**config.mk**
```make
export PLATFORM = sky130hd
export DESIGN_NAME = array_list_insert_delete_flat
export DESIGN_NICKNAME = d
export VERILOG_FILES = /design/src/design/alil_pkg.sv /design/src/design/alil_in_if.sv /design/src/design/alil_out_if.sv /design/src/design/alil_cell.sv /design/src/design/array_list_insert_delete.sv /design/src/flat_wrapper.sv
export SDC_FILE = /design/constraint.sdc
export NUM_CORES = 1
export LEC_CHECK = 0
export BUFFER_PORTS_ARGS = -buffer_cell sky130_fd_sc_hd__buf_2
export CAP_MARGIN = 20
export CORE_MARGIN = 2
export CORE_UTILIZATION = 35
export DETAILED_ROUTE_END_ITERATION = 12
export PLACE_DENSITY = 0.62
export REMOVE_ABC_BUFFERS = 1
export SLEW_MARGIN = 20
export SYNTH_ARGS = -nofsm -noshare
export SYNTH_HDL_FRONTEND = slang
export SYNTH_SLANG_ARGS = --single-unit
```
**constraint.sdc**
```tcl
create_clock -name i_clk -period 6.3 [get_ports i_clk]
set_input_delay 0.945 -clock i_clk [delete_from_list [all_inputs] [get_ports i_clk]]
set_output_delay 0.945 -clock i_clk [all_outputs]
set_load 0.01 [all_outputs]
```
**src/design/alil_pkg.sv**
```systemverilog
package alil_pkg;

    // field widths of the transfer payloads
    localparam int KIND_W   = 3;
    localparam int POS_W    = 5;
    localparam int DATA_W   = 32;
    localparam int STATUS_W = 2;
    localparam int HPOS_W   = 4;
    localparam int COUNT_W  = 5;

    // default list size and the width of one find scan step
    localparam int DEFAULT_CAPACITY = 16;
    localparam int GROUP_W          = 8;
    localparam int LOG_GROUP        = 3;

    // operation codes
    typedef enum logic [KIND_W-1:0] {
        KIND_APPEND = 3'd0,
        KIND_INSERT = 3'd1,
        KIND_EDIT   = 3'd2,
        KIND_DELETE = 3'd3,
        KIND_GET    = 3'd4,
        KIND_FIND   = 3'd5
    } t_kind;

    // result status codes
    typedef enum logic [STATUS_W-1:0] {
        ST_OK        = 2'd0,
        ST_BAD_INDEX = 2'd1,
        ST_FULL      = 2'd2
    } t_status;

    // what a cell does with its entry this cycle
    typedef enum logic [1:0] {
        CELL_HOLD,
        CELL_LOAD,
        CELL_LEFT,
        CELL_RIGHT
    } t_cell_op;

    // cell control: operation plus load value / find key
    typedef struct packed {
        t_cell_op          op;
        logic [DATA_W-1:0] data;
    } t_cell_ctl;

    // control sequencer states
    typedef enum logic {
        S_IDLE,
        S_SCAN
    } t_state;

endpackage

```
**src/design/alil_in_if.sv**
```systemverilog
interface alil_in_if;
    logic                         valid;
    logic                         ready;
    logic [alil_pkg::KIND_W-1:0]  kind;
    logic [alil_pkg::POS_W-1:0]   position;
    logic signed [alil_pkg::DATA_W-1:0] value;

    modport source (output valid, output kind, output position, output value, input ready);
    modport sink   (input valid, input kind, input position, input value, output ready);
endinterface

```
**src/design/alil_out_if.sv**
```systemverilog
interface alil_out_if;
    logic                          valid;
    logic                          ready;
    logic [alil_pkg::STATUS_W-1:0] status;
    logic signed [alil_pkg::DATA_W-1:0] read_value;
    logic                          hit;
    logic [alil_pkg::HPOS_W-1:0]   hit_position;
    logic [alil_pkg::COUNT_W-1:0]  element_count;

    modport source (output valid, output status, output read_value, output hit,
                    output hit_position, output element_count, input ready);
    modport sink   (input valid, input status, input read_value, input hit,
                    input hit_position, input element_count, output ready);
endinterface

```
**src/design/alil_cell.sv**
```systemverilog
module alil_cell (
    input  logic                        i_clk,
    input  alil_pkg::t_cell_ctl         i_ctl,
    input  logic [alil_pkg::DATA_W-1:0] i_left,
    input  logic [alil_pkg::DATA_W-1:0] i_right,
    output logic [alil_pkg::DATA_W-1:0] o_entry,
    output logic                        o_match
);
    import alil_pkg::*;

    logic [DATA_W-1:0] r_entry;

    // entry update: load, take from lower neighbour, take from upper neighbour
    always_ff @(posedge i_clk) begin
        unique case (i_ctl.op)
            CELL_LOAD:  r_entry <= i_ctl.data;
            CELL_LEFT:  r_entry <= i_left;
            CELL_RIGHT: r_entry <= i_right;
            default:    r_entry <= r_entry;
        endcase
    end

    // key compare
    assign o_entry = r_entry;
    assign o_match = (r_entry == i_ctl.data);
endmodule

```
**src/design/array_list_insert_delete.sv**
```systemverilog
// Ordered list engine holding up to CAPACITY signed 32-bit entries.
// Requests arrive on i_req (kind, position, value), one result per request
// leaves on o_rsp (status, read_value, hit, hit_position, element_count);
// both channels use valid/ready and a transfer happens when both are high.
// Append, insert, edit, delete and get complete in the accepting cycle:
// the result is registered and shows on o_rsp in the cycle after the request
// transfer, and the next request can be taken in that same cycle.
// Insert and delete shift the cells from the given position up by one place in that cycle.
// Find latches a match vector in the accepting cycle, then a scanner checks
// eight positions per cycle, stopping at the first hit and reporting the
// lowest matching position.
// One request is in flight at a time; i_req.ready is low during a find scan
// and while a finished result waits on a stalled o_rsp.
// Synchronous reset (i_rst_n low) empties the list and drops any pending
// result; entry contents are left as they are and are never read before
// being written.
module array_list_insert_delete #(
    parameter int CAPACITY = alil_pkg::DEFAULT_CAPACITY
) (
    input  logic            i_clk,
    input  logic            i_rst_n,
    alil_in_if.sink         i_req,
    alil_out_if.source      o_rsp
);
    import alil_pkg::*;

    localparam int IDX_W      = $clog2(CAPACITY);
    localparam int CNT_W      = $clog2(CAPACITY + 1);
    localparam int CMP_W      = POS_W + CNT_W;
    localparam int NGROUP     = (CAPACITY + GROUP_W - 1) / GROUP_W;
    localparam int GRP_W      = (NGROUP > 1) ? $clog2(NGROUP) : 1;
    localparam int SCAN_IDX_W = GRP_W + LOG_GROUP;

    t_state            r_state, n_state;
    logic [CNT_W-1:0]  r_fill, n_fill;
    logic [NGROUP*GROUP_W-1:0] r_match, n_match;
    logic [GRP_W-1:0]  r_scan_grp;

    logic              r_out_valid;
    t_status           r_out_status;
    logic [DATA_W-1:0] r_out_read;
    logic              r_out_hit;
    logic [HPOS_W-1:0] r_out_hpos;
    logic [COUNT_W-1:0] r_out_count;

    logic              in_ready, req_fire, out_free;
    t_kind             kind;
    logic [CMP_W-1:0]  pos_x, fill_x;
    logic              full;
    logic              do_append, do_insert, do_edit, do_delete;
    t_status           op_status;
    logic [DATA_W-1:0] op_read;

    logic [DATA_W-1:0] cell_entry [CAPACITY];
    logic [CAPACITY-1:0] cell_match;
    t_cell_ctl         cell_ctl [CAPACITY];

    logic [GROUP_W-1:0]    grp_bits;
    logic                  grp_hit;
    logic [LOG_GROUP-1:0]  grp_sel;
    logic                  scan_last, scan_done;
    logic [SCAN_IDX_W-1:0] scan_idx;
    logic [SCAN_IDX_W+HPOS_W-1:0] scan_idx_x;
    logic [CNT_W+COUNT_W-1:0]     n_fill_x, r_fill_x;

    // request decode
    assign kind     = t_kind'(i_req.kind);
    assign pos_x    = {{CNT_W{1'b0}}, i_req.position};
    assign fill_x   = {{POS_W{1'b0}}, r_fill};
    assign full     = (r_fill == CNT_W'(CAPACITY));
    assign out_free = !r_out_valid || o_rsp.ready;
    assign req_fire = i_req.valid && in_ready;

    // bounds and capacity checks
    always_comb begin
        do_append = 1'b0;
        do_insert = 1'b0;
        do_edit   = 1'b0;
        do_delete = 1'b0;
        op_status = ST_OK;
        op_read   = '0;
        unique case (kind)
            KIND_APPEND: begin
                if (full) op_status = ST_FULL;
                else      do_append = 1'b1;
            end
            KIND_INSERT: begin
                if (pos_x > fill_x) op_status = ST_BAD_INDEX;
                else if (full)      op_status = ST_FULL;
                else                do_insert = 1'b1;
            end
            KIND_EDIT: begin
                if (pos_x >= fill_x) op_status = ST_BAD_INDEX;
                else                 do_edit = 1'b1;
            end
            KIND_DELETE: begin
                if (pos_x >= fill_x) op_status = ST_BAD_INDEX;
                else                 do_delete = 1'b1;
            end
            KIND_GET: begin
                if (pos_x >= fill_x) op_status = ST_BAD_INDEX;
                else                 op_read = cell_entry[pos_x[IDX_W-1:0]];
            end
            default: begin
            end
        endcase
    end

    // new element count
    always_comb begin
        n_fill = r_fill;
        if (req_fire && (do_append || do_insert)) n_fill = r_fill + CNT_W'(1);
        else if (req_fire && do_delete)           n_fill = r_fill - CNT_W'(1);
    end

    // row of cells with per-cell shift control
    genvar k;
    generate
        for (k = 0; k < CAPACITY; k++) begin : g_cell
            logic [DATA_W-1:0] left_in, right_in;

            if (k == 0) begin : g_first
                assign left_in = cell_entry[k];
            end else begin : g_mid_l
                assign left_in = cell_entry[k-1];
            end
            if (k == CAPACITY - 1) begin : g_last
                assign right_in = cell_entry[k];
            end else begin : g_mid_r
                assign right_in = cell_entry[k+1];
            end

            always_comb begin
                cell_ctl[k].data = i_req.value;
                cell_ctl[k].op   = CELL_HOLD;
                if (req_fire) begin
                    if (do_append && (fill_x == CMP_W'(k)))
                        cell_ctl[k].op = CELL_LOAD;
                    else if ((do_insert || do_edit) && (pos_x == CMP_W'(k)))
                        cell_ctl[k].op = CELL_LOAD;
                    else if (do_insert && (CMP_W'(k) > pos_x))
                        cell_ctl[k].op = CELL_LEFT;
                    else if (do_delete && (CMP_W'(k) >= pos_x))
                        cell_ctl[k].op = CELL_RIGHT;
                end
            end

            alil_cell u_cell (
                .i_clk   (i_clk),
                .i_ctl   (cell_ctl[k]),
                .i_left  (left_in),
                .i_right (right_in),
                .o_entry (cell_entry[k]),
                .o_match (cell_match[k])
            );
        end
    endgenerate

    // match bits of the occupied cells
    always_comb begin
        n_match = '0;
        for (int m = 0; m < CAPACITY; m++)
            n_match[m] = cell_match[m] && (CNT_W'(m) < r_fill);
    end

    // find scanner: one group of match bits per cycle, lowest set bit wins
    assign grp_bits = r_match[r_scan_grp*GROUP_W +: GROUP_W];
    always_comb begin
        grp_hit = 1'b0;
        grp_sel = '0;
        for (int j = GROUP_W - 1; j >= 0; j--) begin
            if (grp_bits[j]) begin
                grp_hit = 1'b1;
                grp_sel = LOG_GROUP'(j);
            end
        end
    end
    assign scan_last  = (r_scan_grp == GRP_W'(NGROUP - 1));
    assign scan_done  = grp_hit || scan_last;
    assign scan_idx   = {r_scan_grp, grp_sel};
    assign scan_idx_x = {{HPOS_W{1'b0}}, scan_idx};
    assign n_fill_x   = {{COUNT_W{1'b0}}, n_fill};
    assign r_fill_x   = {{COUNT_W{1'b0}}, r_fill};

    // next state
    always_comb begin
        n_state = r_state;
        unique case (r_state)
            S_IDLE: if (req_fire && (kind == KIND_FIND)) n_state = S_SCAN;
            S_SCAN: if (scan_done) n_state = S_IDLE;
            default: n_state = S_IDLE;
        endcase
    end

    // sequencer outputs
    always_comb begin
        unique case (r_state)
            S_IDLE:  in_ready = out_free;
            S_SCAN:  in_ready = 1'b0;
            default: in_ready = 1'b0;
        endcase
    end

    // control registers
    always_ff @(posedge i_clk) begin
        if (!i_rst_n) begin
            r_state     <= S_IDLE;
            r_fill      <= '0;
            r_out_valid <= 1'b0;
        end else begin
            r_state <= n_state;
            r_fill  <= n_fill;
            if (req_fire && (kind != KIND_FIND))
                r_out_valid <= 1'b1;
            else if (r_state == S_SCAN && scan_done)
                r_out_valid <= 1'b1;
            else if (o_rsp.ready)
                r_out_valid <= 1'b0;
        end
    end

    // match vector capture and scan position
    always_ff @(posedge i_clk) begin
        if (req_fire && (kind == KIND_FIND)) begin
            r_match    <= n_match;
            r_scan_grp <= '0;
        end else if (r_state == S_SCAN) begin
            r_scan_grp <= r_scan_grp + GRP_W'(1);
        end
    end

    // result register
    always_ff @(posedge i_clk) begin
        if (req_fire && (kind != KIND_FIND)) begin
            r_out_status <= op_status;
            r_out_read   <= op_read;
            r_out_hit    <= 1'b0;
            r_out_hpos   <= '0;
            r_out_count  <= n_fill_x[COUNT_W-1:0];
        end else if (r_state == S_SCAN && scan_done) begin
            r_out_status <= ST_OK;
            r_out_read   <= '0;
            r_out_hit    <= grp_hit;
            r_out_hpos   <= grp_hit ? scan_idx_x[HPOS_W-1:0] : '0;
            r_out_count  <= r_fill_x[COUNT_W-1:0];
        end
    end

    assign i_req.ready         = in_ready;
    assign o_rsp.valid         = r_out_valid;
    assign o_rsp.status        = r_out_status;
    assign o_rsp.read_value    = r_out_read;
    assign o_rsp.hit           = r_out_hit;
    assign o_rsp.hit_position  = r_out_hpos;
    assign o_rsp.element_count = r_out_count;

    // checks
    a_fill_bound: assert property (@(posedge i_clk) disable iff (!i_rst_n)
        r_fill <= CNT_W'(CAPACITY))
        else $error("element count above capacity");

    a_quick_result: assert property (@(posedge i_clk) disable iff (!i_rst_n)
        (req_fire && (kind != KIND_FIND)) |=> o_rsp.valid)
        else $error("result missing after single-cycle operation");

    a_scan_quiet: assert property (@(posedge i_clk) disable iff (!i_rst_n)
        (r_state == S_SCAN) |-> (!o_rsp.valid && !i_req.ready))
        else $error("channel active during find scan");
endmodule

```
**src/flat_wrapper.sv**
```systemverilog
// flat-port wrapper written by rule: the top's interface ports become plain ports
module array_list_insert_delete_flat import alil_pkg::*;
#(
    parameter int CAPACITY = alil_pkg::DEFAULT_CAPACITY
)
  (i_clk, i_rst_n, i_req_valid, i_req_kind, i_req_position, i_req_value, i_req_ready, o_rsp_valid, o_rsp_status, o_rsp_read_value, o_rsp_hit, o_rsp_hit_position, o_rsp_element_count, o_rsp_ready);
  alil_in_if i_req_i ();
  alil_out_if o_rsp_i ();
  input  logic i_clk;
  input  logic i_rst_n;
  input wire logic [$bits(i_req_i.valid)-1:0] i_req_valid;
  input wire logic [$bits(i_req_i.kind)-1:0] i_req_kind;
  input wire logic [$bits(i_req_i.position)-1:0] i_req_position;
  input wire logic [$bits(i_req_i.value)-1:0] i_req_value;
  output wire logic [$bits(i_req_i.ready)-1:0] i_req_ready;
  output wire logic [$bits(o_rsp_i.valid)-1:0] o_rsp_valid;
  output wire logic [$bits(o_rsp_i.status)-1:0] o_rsp_status;
  output wire logic [$bits(o_rsp_i.read_value)-1:0] o_rsp_read_value;
  output wire logic [$bits(o_rsp_i.hit)-1:0] o_rsp_hit;
  output wire logic [$bits(o_rsp_i.hit_position)-1:0] o_rsp_hit_position;
  output wire logic [$bits(o_rsp_i.element_count)-1:0] o_rsp_element_count;
  input wire logic [$bits(o_rsp_i.ready)-1:0] o_rsp_ready;
  assign i_req_i.valid = i_req_valid;
  assign i_req_i.kind = i_req_kind;
  assign i_req_i.position = i_req_position;
  assign i_req_i.value = i_req_value;
  assign i_req_ready = i_req_i.ready;
  assign o_rsp_valid = o_rsp_i.valid;
  assign o_rsp_status = o_rsp_i.status;
  assign o_rsp_read_value = o_rsp_i.read_value;
  assign o_rsp_hit = o_rsp_i.hit;
  assign o_rsp_hit_position = o_rsp_i.hit_position;
  assign o_rsp_element_count = o_rsp_i.element_count;
  assign o_rsp_i.ready = o_rsp_ready;
  array_list_insert_delete #(.CAPACITY(CAPACITY)) u_core (.i_clk(i_clk), .i_rst_n(i_rst_n), .i_req(i_req_i), .o_rsp(o_rsp_i));
endmodule
```
==> metrics, run 1 <==
pin count of the biggest net entering global routing=118; final net count=3,396; period utilization=71.5%; Worst path slowest cell=dfxtp_1; critical-path cell list=clkinv_1, ha_1, and2_2, nand4_1, o21a_4, nor2_1, a21oi_1, nor3_1, ha_2, buf_4, o21ai_0; sequential fraction of the synthesis area=44.8%; worst slack, placed=1.61 ns; final-report setup violation count=0; share of the synthesized area in the top cell type=44.2%; clock sink count=580; vias per cell=6.79; CP startpoint kind=flop; Setup crit end kind=flop; Multi-input gate area=20,000 um2; final wirelength=162 mm; dpl cell area=40,600 um2; synth unique cells=86; Die Ht=336 um; average size of a mapped cell=11.3 um2; Layout Utilization=39.4%; fin crit period=4.50 ns; reg2reg start=u_core.r_fill[3]; most common cell after layout, fill and taps aside=edfxtp_1; clock slew at reported path FFs=0.06 ns; DRT antenna net count=0; Root Buffer=clkbuf_16; post-synthesis cell area=38,600 um2; setup ws final=1.80 ns; drt initial violations=5,549; WL/cell=33.6 um; worst path required time=6.65 ns; initial antenna violation count=9; htree depth=3; Design Area, Final=42,900 um2; pwr dens=229 nW/um2; crit path DAT=4.86 ns; Clk Latency, worst-skew pair=0.63 ns; VDD IR max=0.165 mV; measured slew at the worst slew-check pin=1.14 ns; Starting Density=35.4%; sequential cell area=17,300 um2; Final HPWL DP=118 mm; crit-path max FO=43; Core Region=109,000 um2; Async S/R FF share, synth=0%; GR Overflow Total=0; cts hold-fix bufs=0; drt drc=0; most frequent cells in the layout=567 x edfxtp_1, 259 x xnor2_1, 256 x xor2_1; cells resized by post-CTS repair=0; ys flop type=edfxtp_1; first-pass GRT wire length=231 mm; RSZ-0062 raised after global routing=no; CTS Buf Count=68; Setup CP Type=reg2reg; max incr delay on CP=0.57 ns; port bufs=89; final max-slew violation count=0; Die W=336 um; GRT Overall Usage=27.9%; startpoint of the worst hold path=u_core.o_rsp.hit; share of layout cells above drive strength 1=15.5%; Clock Skews=0.0194 ns; Worst setup startpoint=u_core.r_fill[3]; Max Clock Freq=222 MHz; Post-synth EDFFs=567; Synth Warn #=0; Rows=121; Post-Synthesis Cells=3,413; fill count=10,517; post-synth top area cell=edfxtp_1; area grow syn2layout=11.3%; setup bufs post-CTS=0; Worst Hold Class=reg2reg; die area=113,000 um2; setup_tns=0 ns; CTS tree=done; clk buf depth=3; final hold violation count=0; vias in the first global route=30,548; GPL Wtd Cong=1.02; I/O pin total=90; register bit total from synthesis=580; Detailed Routing Iterations Pass 1=6; synth top area cells=edfxtp_1 44%, xnor2_1 5.9%, xor2_1 5.8%, a22oi_1 4.7%, mux4_2 4.3%; vias=32,635; worst relative slew slack=23.1%; leakage=13.4 nW; Max Cap Viol=0; status=finished clean
==> cells in the mapped netlist, types with 32 or more instances <==
library cell / number
o221ai_1: 32
a21oi_1: 90
nand2_1: 140
mux2_2: 61
inv_1: 48
xor2_1: 256
and2_1: 38
edfxtp_1: 567
nor3_1: 53
xnor2_1: 259
o2bb2ai_1: 161
a221o_1: 97
nor4_1: 80
o211ai_1: 34
buf_2: 76
o21ai_0: 149
a22oi_1: 239
nor2_1: 34
mux4_2: 73
nand3_1: 62
a22o_1: 83
clkbuf_1: 239
mux2i_1: 154
nand4_1: 85
==> per-layer routing <==
layer	up-vias	wire length [um]	track usage [%]
li1	13353	-	-
met1	16465	61700	36.8
met2	2420	69500	41.2
met3	387	19500	7.54
met4	10	10900	15.9
met5	-	69	0
==> metrics by stage <==
stage / std cells / hold slack (ns) / power [mW]
2_1_floorplan: 3059 / 0.467 / 5.11
3_3_place_gp: 4680 / 0.427 / 5.74
3_5_place_dp: 4681 / 0.441 / 5.76
4_1_cts: 4803 / 0.448 / 9.77
5_1_grt: 4808 / 0.464 / 10.0
6_report: 4808 / 0.446 / 9.82
==> registers in the layout, summed over array words and instances (netlist names), 2 cells and up <==
name	flops
u_core.g_cell.u_cell.o_entry	512
u_core.o_rsp.hit_position	4
u_core.o_rsp.read_value	32
u_core.o_rsp.status	2
u_core.r_fill	5
u_core.r_match	16
u_core.o_rsp.element_count	5
==> logic make-up after synthesis <==
logic type      synth area share (%)
fa+ha+maj                      0.357
simple gates                    8.22
buf+inv                         4.32
flops                           44.8
mux                             10.0
compound gates                  20.5
xor+xnor                        11.7
==> cell type report <==
cell class | instances | share of cell area (%)
Antenna cell | 1 | 0.00583
Clock buffer | 80 | 4.27
Clock inverter | 42 | 0.913
Inverter | 49 | 0.429
Multi-Input combinational cell | 2430 | 46.5
Sequential cell | 580 | 40.3
Tap cell | 1414 | 4.12
Timing Repair Buffer | 212 | 3.43
==> critical path: cells and delay by family (launching register included) <==
| family | cells | cell delay (ns) |
|---|---|---|
| adder cells (fa/ha/maj) | 2 | 0.90 |
| AND/OR/NAND/NOR | 4 | 1.22 |
| buffers and inverters | 2 | 0.80 |
| flip-flops | 1 | 0.57 |
| AO/OA/AOI/OAI | 3 | 0.68 |
==> power breakdown <==
part | switching [mW] | leakage, nW | internal (mW) | total (mW)
Sequential | 0.0704 | 5.27 | 4.31 | 4.38
Clock | 1.76 | 1.08 | 2.33 | 4.09
Combinational | 0.894 | 7.07 | 0.452 | 1.35
Total | 2.72 | 13.4 | 7.10 | 9.82
==> path summary, 6_finish.rpt <==
| path | to | slack, ns | depth (start not counted) |
|---|---|---|---|
| max | u_core.g_cell[15].u_cell.o_entry[24] | 1.80 | 11 |
| min | u_core.o_rsp.hit | 0.45 | 2 |
| max reg2reg | u_core.g_cell[15].u_cell.o_entry[24] | 1.80 | 11 |
| min reg2reg | u_core.o_rsp.hit | 0.45 | 2 |
Note: power is estimated with default switching activity, not from simulation.
==> run 2: changes to the inputs <==
==> constraint.sdc (replaced) <==
create_clock -name i_clk -period 4.15 [get_ports i_clk]
set_input_delay 0.6225 -clock i_clk [delete_from_list [all_inputs] [get_ports i_clk]]
set_output_delay 0.6225 -clock i_clk [all_outputs]
set_load 0.01 [all_outputs]
==> metrics, run 2 (synthesis gave the netlist of run 1 again) <==
antenna cells=0; most frequent cells in the layout=567 x edfxtp_1, 259 x xnor2_1, 256 x xor2_1; area grow syn2layout=13.0%; Clock Skews=0.0346 ns; period utilization=86.6%; leakage=13.8 nW; CP startpoint kind=flop; die area=113,000 um2; worst relative slew slack=23.3%; CP bufs+invs=4; setup ws final=0.555 ns; CTS tree=done; worst slack, placed=0.406 ns; Worst Hold Class=in2reg; worst setup path end=u_core.g_cell[7].u_cell.o_entry[30]; setup bufs post-CTS=0; status=finished clean; Core Region=109,000 um2; GPL Wtd Cong=0.978; vias in the first global route=30,482; DP Cell Count=4,743; cts hold-fix bufs=0; clock slew at reported path FFs=0.06 ns; worst path required time=4.52 ns; Setup CP Type=reg2reg; most common cell type on the critical path=buf_4; pwr dens=345 nW/um2; Worst R2R Setup Slack=0.56 ns; cells resized by post-CTS repair=0; pin count of the biggest net entering global routing=105; measured slew at the worst slew-check pin=1.15 ns; Setup crit end kind=flop; fin crit period=3.59 ns; Die W=336 um; initial antenna violation count=5; Max Cap Viol=0; total design power=15.0 mW; Clk Latency, worst-skew pair=0.64 ns; CTS Buf Count=71; port bufs=89; setup_tns=0 ns; Worst path slowest cell=nand3_2; critical-path cell list=inv_1, ha_1, nand4bb_1, nand3_2, buf_4, nor4_4, buf_4, o211ai_1, buf_4, o2bb2ai_1; final net count=3,457; Worst R2R End=u_core.g_cell[7].u_cell.o_entry[30]; VDD IR max=0.275 mV; crit path DAT=3.96 ns; final hold violation count=0; vias=32,949; Starting Density=35.4%; drt drc=0; Root Buffer=clkbuf_16; final-report setup violation count=0; clk buf depth=3; GRT Overall Usage=28.3%; DRT antenna net count=0; WL/cell=33.8 um; Detailed Routing Iterations Pass 1=6; final max-slew violation count=0; final wirelength=165 mm; first-pass GRT wire length=232 mm; reg2reg start=u_core.r_fill[0]; crit-path max FO=33; Final HPWL DP=118 mm; RSZ-0062 raised after global routing=no; share of layout cells above drive strength 1=16.4%; GR Overflow Total=0; Reg2Reg Depth=10; most common cell after layout, fill and taps aside=edfxtp_1; Rows=121; hold slack=0.318 ns; Final Non-Filler Cells=4,866; clock sink count=580; vias per cell=6.77; drt initial violations=5,719; htree depth=3; cell depth of the worst setup path=10; flip-flop count of the largest register after layout=512; Worst setup startpoint=u_core.r_fill[0]; Max Clock Freq=278 MHz; I/O pin total=90; CP top delay family=buffers and inverters; max incr delay on CP=0.49 ns; Die Ht=336 um
-- run 2: metal layers --
layer / vias up / part of all wire, % / GRT usage, % / routed length [um]
met5: - / 0.034 / 0 / 56
met4: 8 / 5.8 / 13.8 / 9570
met3: 348 / 13 / 8.61 / 21600
met2: 2511 / 43 / 41.4 / 70300
met1: 16628 / 38 / 38.0 / 63100
li1: 13454 / - / - / -
-- run 2: worst min-delay path by stage --
| stage | from | to | slack, ns | cells after the start |
|---|---|---|---|---|
| 2_1_floorplan | u_core.o_rsp.hit | u_core.o_rsp.hit | 0.47 | 2 |
| 3_3_place_gp | u_core.o_rsp.hit | u_core.o_rsp.hit | 0.43 | 2 |
| 3_5_place_dp | u_core.o_rsp.hit | u_core.o_rsp.hit | 0.45 | 2 |
| 4_1_cts | i_rst_n | u_core.r_state | 0.29 | 2 |
| 5_1_grt | i_rst_n | u_core.r_state | 0.31 | 2 |
| 6_report | i_rst_n | u_core.r_state | 0.32 | 2 |
-- run 2: stage by stage --
step	util [%]	area [um2]
floorplan	-	37100
global placement	37.9	41300
detailed placement	37.9	41300
CTS	40.0	43600
global route	40.0	43600
finish	40.0	43600
-- run 2: cell type report --
class / instances / area, um2
fillers: 10503 / 65400
multi-input cells: 2430 / 19900
flip-flops and latches: 580 / 17300
repair buffers: 270 / 2150
clock buffers: 92 / 1940
well taps: 1414 / 1770
clock inverters: 31 / 293
inverters: 49 / 184
-- run 2: power by group --
part	leakage, nW	switching [mW]	internal, mW
sequential	5.27	0.106	6.55
combinational	7.42	1.38	0.723
clock	1.08	2.67	3.60
total	13.8	4.16	10.9
